### src/design/alist_pkg.sv
`timescale 1ns / 1ps
// alist_pkg: shared types and constants for the array list engine.
// No dependencies; imported by every module of the block.
package alist_pkg;

	localparam int DEF_CAPACITY = 16;
	localparam int VALUE_W      = 32;
	localparam int OP_W         = 2;
	localparam int POS_W        = 5;
	localparam int STATUS_W     = 2;
	localparam int FIDX_W       = 4;
	localparam int COUNT_W      = 5;

	typedef enum logic [OP_W-1:0] {
		OP_INSERT = 2'd0,
		OP_DELETE = 2'd1,
		OP_LOCATE = 2'd2,
		OP_SORTED = 2'd3
	} op_t;

	typedef enum logic [STATUS_W-1:0] {
		ST_OK       = 2'd0,
		ST_FULL     = 2'd1,
		ST_BADPOS   = 2'd2,
		ST_NOTFOUND = 2'd3
	} status_t;

	typedef enum logic [1:0] {
		CELL_HOLD  = 2'd0,
		CELL_LOAD  = 2'd1,
		CELL_LEFT  = 2'd2,
		CELL_RIGHT = 2'd3
	} cell_cmd_t;

	typedef enum logic [1:0] {
		S_IDLE  = 2'd0,
		S_CMP   = 2'd1,
		S_APPLY = 2'd2
	} state_t;

	typedef struct packed {
		op_t                        op;
		logic signed [VALUE_W-1:0]  value;
		logic [POS_W-1:0]           position;
	} req_t;

	typedef struct packed {
		status_t              status;
		logic [FIDX_W-1:0]    found_index;
		logic [COUNT_W-1:0]   entry_count;
	} res_t;

endpackage

### src/design/alist_req_if.sv
`timescale 1ns / 1ps
// alist_req_if: request channel, one transaction per list request.
// Depends on alist_pkg for field widths.
interface alist_req_if import alist_pkg::*; ();
	logic                       valid;
	logic                       ready;
	logic [OP_W-1:0]            op;
	logic signed [VALUE_W-1:0]  value;
	logic [POS_W-1:0]           position;

	modport source (output valid, op, value, position, input ready);
	modport sink   (input valid, op, value, position, output ready);
endinterface

### src/design/alist_res_if.sv
`timescale 1ns / 1ps
// alist_res_if: result channel, one transaction per completed request.
// Depends on alist_pkg for field widths.
interface alist_res_if import alist_pkg::*; ();
	logic                       valid;
	logic                       ready;
	logic [STATUS_W-1:0]        status;
	logic [FIDX_W-1:0]          found_index;
	logic [COUNT_W-1:0]         entry_count;

	modport source (output valid, status, found_index, entry_count, input ready);
	modport sink   (input valid, status, found_index, entry_count, output ready);
endinterface

### src/design/alist_cell.sv
`timescale 1ns / 1ps
// alist_cell: one list entry with its key comparator and neighbour shift mux.
// Depends on alist_pkg.
module alist_cell import alist_pkg::*; (
	input  logic                       clk,
	input  logic signed [VALUE_W-1:0]  key,
	input  logic signed [VALUE_W-1:0]  left_val,
	input  logic signed [VALUE_W-1:0]  right_val,
	input  cell_cmd_t                  cmd,
	input  logic                       cmp_en,
	output logic signed [VALUE_W-1:0]  value,
	output logic                       eq,
	output logic                       gt
);

	logic signed [VALUE_W-1:0] value_q;
	logic                      eq_q;
	logic                      gt_q;

	always_ff @(posedge clk) begin
		case (cmd)
			CELL_LOAD:  value_q <= key;
			CELL_LEFT:  value_q <= left_val;
			CELL_RIGHT: value_q <= right_val;
			default:    value_q <= value_q;
		endcase
	end

	always_ff @(posedge clk) begin
		if (cmp_en) begin
			eq_q <= (value_q == key);
			gt_q <= (value_q > key);
		end
	end

	assign value = value_q;
	assign eq    = eq_q;
	assign gt    = gt_q;

endmodule

### src/design/alist_find.sv
`timescale 1ns / 1ps
// alist_find: search over the cell compare flags, masked to occupied cells.
// Depends on alist_pkg.
module alist_find import alist_pkg::*; #(
	parameter int CAPACITY = DEF_CAPACITY,
	localparam int IDX_W = (CAPACITY > 1) ? $clog2(CAPACITY) : 1,
	localparam int CNT_W = $clog2(CAPACITY + 1)
) (
	input  logic [CAPACITY-1:0]  eq_flags,
	input  logic [CAPACITY-1:0]  gt_flags,
	input  logic [CNT_W-1:0]     count,
	output logic                 hit,
	output logic [IDX_W-1:0]     last_eq,
	output logic                 gt_any,
	output logic [IDX_W-1:0]     first_gt,
	output logic                 last_ge
);

	logic [CAPACITY-1:0] occ;
	logic [CAPACITY-1:0] eq_m;
	logic [CAPACITY-1:0] gt_m;
	logic [CNT_W-1:0]    last_pos;

	always_comb begin
		for (int i = 0; i < CAPACITY; i++) begin
			occ[i] = (CNT_W'(i) < count);
		end
	end

	assign eq_m     = eq_flags & occ;
	assign gt_m     = gt_flags & occ;
	assign hit      = |eq_m;
	assign gt_any   = |gt_m;
	assign last_pos = count - CNT_W'(1);
	assign last_ge  = (count != '0) &&
		(eq_flags[last_pos[IDX_W-1:0]] || gt_flags[last_pos[IDX_W-1:0]]);

	always_comb begin
		last_eq = '0;
		for (int i = 0; i < CAPACITY; i++) begin
			if (eq_m[i]) begin
				last_eq = IDX_W'(i);
			end
		end
	end

	always_comb begin
		first_gt = '0;
		for (int i = CAPACITY - 1; i >= 0; i--) begin
			if (gt_m[i]) begin
				first_gt = IDX_W'(i);
			end
		end
	end

endmodule

### src/design/array_list_engine.sv
`timescale 1ns / 1ps
// array_list_engine: fixed-capacity list of signed 32-bit values.
// Depends on alist_pkg, alist_req_if, alist_res_if, alist_cell, alist_find.
//
// Usage:
//   req carries one transaction per request: op (insert at position,
//   delete at position, locate, sorted insert), value and position.
//   res returns exactly one transaction per request: status, found_index
//   and the entry count after the request.
//   Each entry lives in its own cell; all cells shift to their neighbours
//   together, so inserts and deletes move the whole list at once.
//   Sequence: the request is registered on acceptance, the cell compares
//   are registered in the compare state, and the update state updates the
//   cells and loads the result register. One request is in flight at a
//   time, so a new request is taken only after the last one is updated.
//   If the receiver stalls, the result is held in the output register and
//   the next request waits in its update cycle until the result is taken.
//   Reset empties the list (count zero); entry contents are not cleared
//   and no clearing pass is needed.
module array_list_engine import alist_pkg::*; #(
	parameter int CAPACITY = DEF_CAPACITY
) (
	input  logic           clk,
	input  logic           arst_n,
	alist_req_if.sink      req,
	alist_res_if.source    res
);

	localparam int IDX_W = (CAPACITY > 1) ? $clog2(CAPACITY) : 1;
	localparam int CNT_W = $clog2(CAPACITY + 1);
	localparam int CW    = (CNT_W > POS_W) ? CNT_W : POS_W;

	state_t                     state_q;
	state_t                     state_nx;
	req_t                       req_s1;
	logic [CNT_W-1:0]           count_q;
	logic [CNT_W-1:0]           count_nx;
	logic                       out_valid_q;
	res_t                       out_q;
	res_t                       out_nx;

	logic                       req_ready;
	logic                       cmp_en;
	logic                       apply_go;

	logic signed [VALUE_W-1:0]  vals [CAPACITY];
	logic [CAPACITY-1:0]        eq_flags;
	logic [CAPACITY-1:0]        gt_flags;
	cell_cmd_t                  cmds [CAPACITY];

	logic                       hit;
	logic [IDX_W-1:0]           last_eq;
	logic                       gt_any;
	logic [IDX_W-1:0]           first_gt;
	logic                       last_ge;

	logic                       full;
	logic [CW-1:0]              pos_ext;
	logic [CW-1:0]              cnt_ext;
	logic [CNT_W-1:0]           ins_at;
	logic [CNT_W-1:0]           sort_at;
	logic [CNT_W-1:0]           put_at;
	logic                       do_put;
	logic                       do_del;

	// cells
	for (genvar g = 0; g < CAPACITY; g++) begin : g_cell
		logic signed [VALUE_W-1:0] left_v;
		logic signed [VALUE_W-1:0] right_v;
		if (g == 0) begin : g_first
			assign left_v = req_s1.value;
		end else begin : g_mid
			assign left_v = vals[g-1];
		end
		if (g == CAPACITY - 1) begin : g_last
			assign right_v = req_s1.value;
		end else begin : g_body
			assign right_v = vals[g+1];
		end
		alist_cell u_cell (
			.clk       (clk),
			.key       (req_s1.value),
			.left_val  (left_v),
			.right_val (right_v),
			.cmd       (cmds[g]),
			.cmp_en    (cmp_en),
			.value     (vals[g]),
			.eq        (eq_flags[g]),
			.gt        (gt_flags[g])
		);
	end

	alist_find #(.CAPACITY(CAPACITY)) u_find (
		.eq_flags (eq_flags),
		.gt_flags (gt_flags),
		.count    (count_q),
		.hit      (hit),
		.last_eq  (last_eq),
		.gt_any   (gt_any),
		.first_gt (first_gt),
		.last_ge  (last_ge)
	);

	// request decode
	assign full    = (count_q == CNT_W'(CAPACITY));
	assign pos_ext = CW'(req_s1.position);
	assign cnt_ext = CW'(count_q);
	assign ins_at  = (pos_ext > cnt_ext) ? count_q : CNT_W'(req_s1.position);
	assign sort_at = (last_ge && gt_any) ? CNT_W'(first_gt) : count_q;
	assign put_at  = (req_s1.op == OP_SORTED) ? sort_at : ins_at;
	assign do_put  = ((req_s1.op == OP_INSERT) || (req_s1.op == OP_SORTED)) && !full;
	assign do_del  = (req_s1.op == OP_DELETE) && (pos_ext < cnt_ext);

	always_comb begin
		for (int i = 0; i < CAPACITY; i++) begin
			cmds[i] = CELL_HOLD;
			if (apply_go) begin
				if (do_put) begin
					if (CNT_W'(i) == put_at) begin
						cmds[i] = CELL_LOAD;
					end else if (CNT_W'(i) > put_at) begin
						cmds[i] = CELL_LEFT;
					end
				end else if (do_del && (CW'(i) >= pos_ext)) begin
					cmds[i] = CELL_RIGHT;
				end
			end
		end
	end

	always_comb begin
		count_nx           = count_q;
		out_nx.status      = ST_OK;
		out_nx.found_index = '0;
		unique case (req_s1.op)
			OP_INSERT, OP_SORTED: begin
				if (full) begin
					out_nx.status = ST_FULL;
				end else begin
					count_nx = count_q + CNT_W'(1);
				end
			end
			OP_DELETE: begin
				if (do_del) begin
					count_nx = count_q - CNT_W'(1);
				end else begin
					out_nx.status = ST_BADPOS;
				end
			end
			OP_LOCATE: begin
				if (hit) begin
					out_nx.found_index = FIDX_W'(last_eq);
				end else begin
					out_nx.status = ST_NOTFOUND;
				end
			end
			default: begin
				out_nx.status = ST_OK;
			end
		endcase
		out_nx.entry_count = COUNT_W'(count_nx);
	end

	// control
	always_comb begin
		state_nx = state_q;
		unique case (state_q)
			S_IDLE:  if (req.valid) state_nx = S_CMP;
			S_CMP:   state_nx = S_APPLY;
			S_APPLY: if (!out_valid_q || res.ready) state_nx = S_IDLE;
			default: state_nx = S_IDLE;
		endcase
	end

	always_comb begin
		req_ready = 1'b0;
		cmp_en    = 1'b0;
		apply_go  = 1'b0;
		unique case (state_q)
			S_IDLE:  req_ready = 1'b1;
			S_CMP:   cmp_en = 1'b1;
			S_APPLY: apply_go = !out_valid_q || res.ready;
			default: req_ready = 1'b0;
		endcase
	end

	always_ff @(posedge clk or negedge arst_n) begin
		if (!arst_n) begin
			state_q     <= S_IDLE;
			count_q     <= '0;
			out_valid_q <= 1'b0;
		end else begin
			state_q <= state_nx;
			if (apply_go) begin
				count_q     <= count_nx;
				out_valid_q <= 1'b1;
			end else if (res.ready) begin
				out_valid_q <= 1'b0;
			end
		end
	end

	always_ff @(posedge clk) begin
		if (req.valid && req_ready) begin
			req_s1.op       <= op_t'(req.op);
			req_s1.value    <= req.value;
			req_s1.position <= req.position;
		end
		if (apply_go) begin
			out_q <= out_nx;
		end
	end

	assign req.ready       = req_ready;
	assign res.valid       = out_valid_q;
	assign res.status      = out_q.status;
	assign res.found_index = out_q.found_index;
	assign res.entry_count = out_q.entry_count;

	// checks
	a_count_bound: assert property (@(posedge clk) disable iff (!arst_n)
		count_q <= CNT_W'(CAPACITY))
		else $error("entry count beyond capacity");

	a_accept_to_cmp: assert property (@(posedge clk) disable iff (!arst_n)
		(req.valid && req.ready) |=> (state_q == S_CMP))
		else $error("accepted request did not enter compare");

	a_result_from_apply: assert property (@(posedge clk) disable iff (!arst_n)
		$rose(res.valid) |-> $past(state_q == S_APPLY))
		else $error("result raised outside update cycle");

	a_count_from_apply: assert property (@(posedge clk) disable iff (!arst_n)
		!$stable(count_q) |-> $past(apply_go))
		else $error("count changed outside update cycle");

	a_full_status: assert property (@(posedge clk) disable iff (!arst_n)
		(res.valid && (res.status == ST_FULL)) |-> full)
		else $error("full status with free entries");

endmodule

### src/flat_wrapper.sv
// flat-port wrapper written by rule: the top's interface ports become plain ports
module array_list_engine_flat import alist_pkg::*;
#(
	parameter int CAPACITY = DEF_CAPACITY
)
  (clk, arst_n, req_valid, req_op, req_value, req_position, req_ready, res_valid, res_status, res_found_index, res_entry_count, res_ready);
  alist_req_if req_i ();
  alist_res_if res_i ();
  input  logic clk;
  input  logic arst_n;
  input wire logic [$bits(req_i.valid)-1:0] req_valid;
  input wire logic [$bits(req_i.op)-1:0] req_op;
  input wire logic [$bits(req_i.value)-1:0] req_value;
  input wire logic [$bits(req_i.position)-1:0] req_position;
  output wire logic [$bits(req_i.ready)-1:0] req_ready;
  output wire logic [$bits(res_i.valid)-1:0] res_valid;
  output wire logic [$bits(res_i.status)-1:0] res_status;
  output wire logic [$bits(res_i.found_index)-1:0] res_found_index;
  output wire logic [$bits(res_i.entry_count)-1:0] res_entry_count;
  input wire logic [$bits(res_i.ready)-1:0] res_ready;
  assign req_i.valid = req_valid;
  assign req_i.op = req_op;
  assign req_i.value = req_value;
  assign req_i.position = req_position;
  assign req_ready = req_i.ready;
  assign res_valid = res_i.valid;
  assign res_status = res_i.status;
  assign res_found_index = res_i.found_index;
  assign res_entry_count = res_i.entry_count;
  assign res_i.ready = res_ready;
  array_list_engine #(.CAPACITY(CAPACITY)) u_core (.clk(clk), .arst_n(arst_n), .req(req_i), .res(res_i));
endmodule
### config.mk
export PLATFORM = sky130hd
export DESIGN_NAME = array_list_engine_flat
export DESIGN_NICKNAME = d
export VERILOG_FILES = /design/src/design/alist_pkg.sv /design/src/design/alist_req_if.sv /design/src/design/alist_res_if.sv /design/src/design/alist_cell.sv /design/src/design/alist_find.sv /design/src/design/array_list_engine.sv /design/src/flat_wrapper.sv
export SDC_FILE = /design/constraint.sdc
export NUM_CORES = 2
export LEC_CHECK = 0
export BUFFER_PORTS_ARGS = -buffer_cell sky130_fd_sc_hd__buf_2
export CORE_UTILIZATION = 46
export DETAILED_ROUTE_END_ITERATION = 7
export PLACE_DENSITY = 0.6
export SETUP_SLACK_MARGIN = 0.02
export SYNTH_ARGS = -nofsm -noshare
export SYNTH_HDL_FRONTEND = slang
export SYNTH_SLANG_ARGS = --single-unit
### constraint.sdc
create_clock -name clk -period 10.49 [get_ports clk]
set_clock_uncertainty 0.2 [all_clocks]
set_input_delay 3.147 -clock clk [delete_from_list [all_inputs] [get_ports clk]]
set_output_delay 3.147 -clock clk [all_outputs]
set_load 0.005 [all_outputs]
# Word level (Yosys, flattened, before mapping)
# Cells that the tools add are included.
# totals
reg_bits	602
input_bits	43
out_inout_bits	13
wordCells	418
# op_classes
n_addsub	2
order_cmp	67
n_eq_ne	87
mux	149
bitwise_logic	2
n_reduce_logical	54
# op_table
cell	count
case mux 32 bit (3 select lines)	14
equality test 32 bit	16
greater-than comparator 32 bit	16
two-way mux 2 bit	84
case mux 32 bit (2 select lines)	2
two-way mux 4 bit	30
equality test 2 bit, second input constant	35
nonzero test 3 bit	14
equality test 4 x 5 -> 1 bit, first input constant	8
greater-or-equal comparator 4 x 5 -> 1 bit, first input constant	8
greater-than comparator 4 x 5 -> 1 bit, first input constant	8
less-than comparator 4 x 5 -> 1 bit, first input constant	8
equality test 2 x 1 -> 1 bit, second input constant	18
bitwise AND 16 bit	2
OR reduction 16 bit	2
two-way mux 5 bit	5
logical AND 1 bit	21
equality test 3 x 5 -> 1 bit, first input constant	4
greater-or-equal comparator 3 x 5 -> 1 bit, first input constant	4
greater-than comparator 3 x 5 -> 1 bit, first input constant	4
less-than comparator 3 x 5 -> 1 bit, first input constant	4
case mux 2 bit (3 select lines)	2
equality test 2 x 5 -> 1 bit, first input constant	2
greater-or-equal comparator 1 x 5 -> 1 bit, first input constant	2
25 further kinds	48

# Longest topological paths before layout
# depth
word_depth	28
ltp_mapped	19
mapped_depth_nobuf	12

# By module
# From an unflattened synthesis, not the netlist that was laid out.
# unflattened
hier_cells	4595
area_unflattened_um2	44490.2
# by_module_without_submodules
module	instances	cells_per_inst	area_each_um2	seq_area_each_um2
alist_cell	16	258	2507.4	1021.0
array_list_engine	1	303	3276.9	1701.6
alist_find	1	164	1094.8	0.0

# Worst setup path after synthesis
# No wires, ideal clock.
# synth_path
path_type	input-to-reg
start	input res_ready
end	register u_core.g_cell[14].u_cell.value_q[11], data pin
setup_ns	0.258
t_arrival_ns	7.244
required_ns	10.032
path_slack_ns	2.788
path_stages	8
path_buffers	1
cell_sequence	nand2b_1 nor2b_1 nand2_1 a21oi_1 o311a_1 o311ai_2 buf_2 o221a_2
# synth_between
elab_chain_len	5
elab_cells_between_ends	7
cone_classes	eq/ne (3); mux (3); reduce/logical (1)
# synth_rtl
element	line	rtl
start: declaration	flat_wrapper.sv:20	input wire logic [$bits(res_i.ready)-1:0] res_ready;
logical OR 1 bit (*)	array_list_engine.sv:182	S_APPLY: apply_go = !out_valid_q || res.ready;
two-way mux 1 bit (*)	array_list_engine.sv:179	unique case (state_q)
two-way mux 2 bit (*)	array_list_engine.sv:117	if (apply_go) begin
equality test 2 bit / equality test 2 x 1 -> 1 bit (equally long branches)	alist_cell.sv:21	case (cmd)
case mux 32 bit (3 select lines) (*)	alist_cell.sv:21	
end signal: assignment	alist_cell.sv:22	CELL_LOAD: value_q <= key;
end signal: assignment	alist_cell.sv:23	CELL_LEFT: value_q <= left_val;
end signal: assignment	alist_cell.sv:24	CELL_RIGHT: value_q <= right_val;
end: declaration	alist_cell.sv:16	logic signed [VALUE_W-1:0] value_q;
# Every way passes the cells marked *; elsewhere a longest branch is shown, timed or not.
# A chain may end at the register's enable or synchronous reset.

# Final worst setup path
# layout_path
start	input res_ready
end	register u_core.g_cell[14].u_cell.value_q[24], data pin
# The elaborated chain is that of the path after synthesis.

==> reports/qor.csv <==
metric;value;unit
nNetsFinal;4306;
ys_warn_count;0;
crit_fanout;39;
slew_headroom;16.1;%
synth_edf_count;594;
route.met3.wl;7420;um
grt_pass1_vias;30013;
core_area;90300;um^2
multi_input_area;22900;um^2
finalHoldViolCount;0;
crit_path_top_delay_cell;a21oi_4;
max_freq;143;MHz
io_pins;56;
drt_first_pass_iters;6;
timing.critical_path.from_type;primary input;
switching_share;36.6;%
antenna_left;0;
p_int;6180;uW
clk_path_buf_depth;3;
period_minus_slack;6.98;ns
num_vias;30852;
p_seq_share;35.8;%
io_buffers;55;
regArea;18000;um^2
wl_per_cell;24.6;um
setup_viol;0;
fill_cells;8014;
drt_iter0_drc;2775;
cts.clk_slew.worst_paths;0.06;ns
yosysSeqAreaShare;43.0;%
run_status;finished, final reports clean;
combPwrFrac;36.2;%
synth_nets;4285;
cts_setup_buffers;0;
path_cells;buf_2 -> nand2b_1 -> nor2b_2 -> buf_4 -> nand2_1 -> buf_4 -> a21oi_4 -> o311a_2 -> o41a_1 -> buf_4 -> o221a_2;
die_h;304;um
place_congestion;0.918;
drt-total-wl;123000;um
remaining_drc_errors;0;
wl_met1;57200;um
grt_pass1_wl;186000;um
route.met2.wl;54500;um
path_class;primary input to flip-flop;
p_switching;3580;uW
synth-async-reset-ratio;1.33;%
maxCapViolCount;0;
cts_tree;yes;
htree_levels;3;
worst_pin_slew;1.26;ns
clk_latency;0.66;ns
ys_seq_elements;602;
hold_ws;0.322;ns
drive_gt1_share;11.4;%
die_x;304;um
post_cts_resized;0;
cts.sinks;602;
dieArea;92500;um^2
cp-end-kind;flip-flop;
cpMostUsedCell;buf_4;
power.leakage;0.0195;uW
worst_ep_required_time;10.80;ns
avgSynthCellArea;11.3;um^2
area_growth;10.3;%
via_per_inst;6.20;
cp.arrival;7.29;ns
peakVddDrop;0.139;mV
grt_setup_unrepaired;no;
cts_buffers;74;
power.density;211;nW/um^2
overflow;0;
cts_hold_buf;0;
crit_path_max_incr_delay;0.93;ns
fin_setup_tns;0;ns
synth_area;42000;um^2
hold_path.class;flip-flop to flip-flop;
p_clk_share;27.9;%
row_count;110;
highest_layer;met4;
slew_viol_final;0;
antenna_found_initial;1;
synthDistinctLibCells;85;
floorplan.initialDensity;46.5;%
root_buffer;clkbuf_16;
hpwl;95900;um
track_usage;26.1;%
syn_inst;3719;
synthFlopType;edfxtp_1;
grt_max_degree;66;
finalCritPeriodShare;66.5;%
==> kinds of logic after synthesis <==
family	Yosys count	share of synthesized area, %
mux	435	10.5
fa+ha+maj	523	15.6
flops	602	43.0
xor+xnor	2	0.0417
compound gates	1016	17.1
simple gates	824	10.4
buf+inv	317	3.34
==> path summary, 6_finish.rpt <==
check | start | to | slack [ns] | depth (start not counted)
worst max-delay path | res_ready | u_core.g_cell[14].u_cell.value[24] | 3.51 | 11
worst min-delay path | u_core.res.valid | u_core.res.valid | 0.32 | 2
worst max register to register | u_core.cnt_ext[1] | u_core.g_cell[14].u_cell.value[24] | 3.59 | 13
worst min register to register | u_core.res.valid | u_core.res.valid | 0.32 | 2
max in group asynchronous | arst_n | u_core.cnt_ext[4] | 7.72 | 1
min in group asynchronous | arst_n | u_core.res.valid | 2.16 | 1
==> metrics by stage <==
stage | power [uW] | util (%) | setup WS, ns | cells | instance area, um^2
floorplan | 5950 | - | 2.79 | 3719 | 42000
global placement | 6950 | 48.5 | 2.91 | 4840 | 43800
detailed placement | 7030 | 48.5 | 2.84 | 4840 | 43800
CTS | 9760 | 51.3 | 3.50 | 4975 | 46300
global route | 10200 | 51.3 | 3.13 | 4975 | 46300
finish | 9760 | 51.3 | 3.51 | 4976 | 46300
==> Yosys cell counts, types with 4 or more instances <==
cell type  number  area share (%)
edfxtp_1      594              42
ha_1          523              16
mux2i_1       393             9.4
a21o_1        210             3.8
a21oi_1       192             2.3
o21ai_0       185             2.2
nand2_1       163             1.5
nor2_1        151             1.3
and2_1        136             2.0
clkbuf_1      121             1.1
nand4_1       117             1.7
inv_1         106            0.95
o21a_1         98             1.8
a221o_1        97             2.3
nand3_1        53            0.63
buf_2          47            0.56
or2_2          42            0.63
mux2_2         40             1.1
o211ai_1       39            0.70
a222oi_1       36            0.86
nor2b_1        36            0.54
nor3_1         32            0.38
o221a_2        30            0.80
o21ai_1        29            0.35
buf_4          25            0.45
and3_1         24            0.36
and4_1         19            0.40
nand2b_1       15            0.22
a211oi_1       13            0.23
a31oi_1         9            0.13
buf_6           8            0.21
dfrtp_1         8            0.48
or3_1           8            0.12
a211o_1         7            0.15
nor4_1          7            0.10
a22oi_1         6            0.11
o31ai_1         6            0.11
a21oi_2         5            0.10
buf_1           5           0.045
nor3b_1         5           0.089
clkinv_1        4           0.036
o211a_1         4           0.095
o221a_1         4            0.11
==> flip-flops by register name, summed over array words and instances, names as in the netlist <==
name	flops
u_core.cnt_ext	5
u_core.g_cell.left_v	32
u_core.g_cell.u_cell.eq	16
u_core.g_cell.u_cell.gt	16
u_core.g_cell.u_cell.value	512
u_core.pos_ext	5
u_core.req_s1	2
u_core.res.entry_count	5
u_core.res.found_index	4
u_core.res.status	2
u_core.res.valid	1
u_core.state_q	2
==> cell type report <==
class	count	area share [%]
Multi-Input combinational cell	2800	49.3
Clock buffer	89	4.16
Tap cell	1176	3.18
Antenna cell	1	0.00540
Inverter	111	0.899
Clock inverter	46	1.34
Timing Repair Buffer	151	2.15
Sequential cell	602	38.9
==> cells in the final DEF, fill, tap and decap left out, types with 8 or more instances in the layout <==
cell type / n
bufinv_16: 12
or2_2: 42
inv_1: 106
or3_1: 8
nand4_1: 117
o21ai_1: 24
a21oi_1: 190
buf_2: 55
nand3_1: 52
o21ai_0: 185
a21o_1: 209
edfxtp_1: 594
o211ai_1: 39
nor3_1: 30
nand2b_1: 15
o221a_2: 30
nand2_1: 162
o21a_1: 97
a221o_1: 97
a211oi_1: 10
a222oi_1: 36
and4_1: 19
mux2_2: 40
clkbuf_1: 13
clkbuf_16: 74
buf_4: 96
ha_1: 523
nor2b_1: 32
and2_1: 134
mux2i_1: 393
clkinv_2: 9
nor2_1: 145
and3_1: 24
dfrtp_1: 8
clkinv_1: 15
==> worst max-delay path, delay by kind of cell <==
kind | cells | cell delay [ns]
AOI/OAI and AO/OA | 4 | 2.60
and+or+nand+nor | 3 | 0.37
buffers and inverters | 4 | 1.10
==> power by group through the flow <==
stage | sequential, uW | clock [uW] | combinational (uW)
floorplan | 3340 | 0 | 2610
global placement | 3530 | 0 | 3420
detailed placement | 3530 | 0 | 3500
CTS | 3480 | 2770 | 3510
global route | 3520 | 2840 | 3870
finish | 3500 | 2730 | 3540
==> layer usage <==
layer  vias to the layer above  global-route usage [%]
li1                      14614                       -
met1                     15165                    37.5
met2                       931                    40.8
met3                       142                    3.63
met4                         0                    7.96
met5                         -                       0
Note: power is estimated with default switching activity, not from simulation.
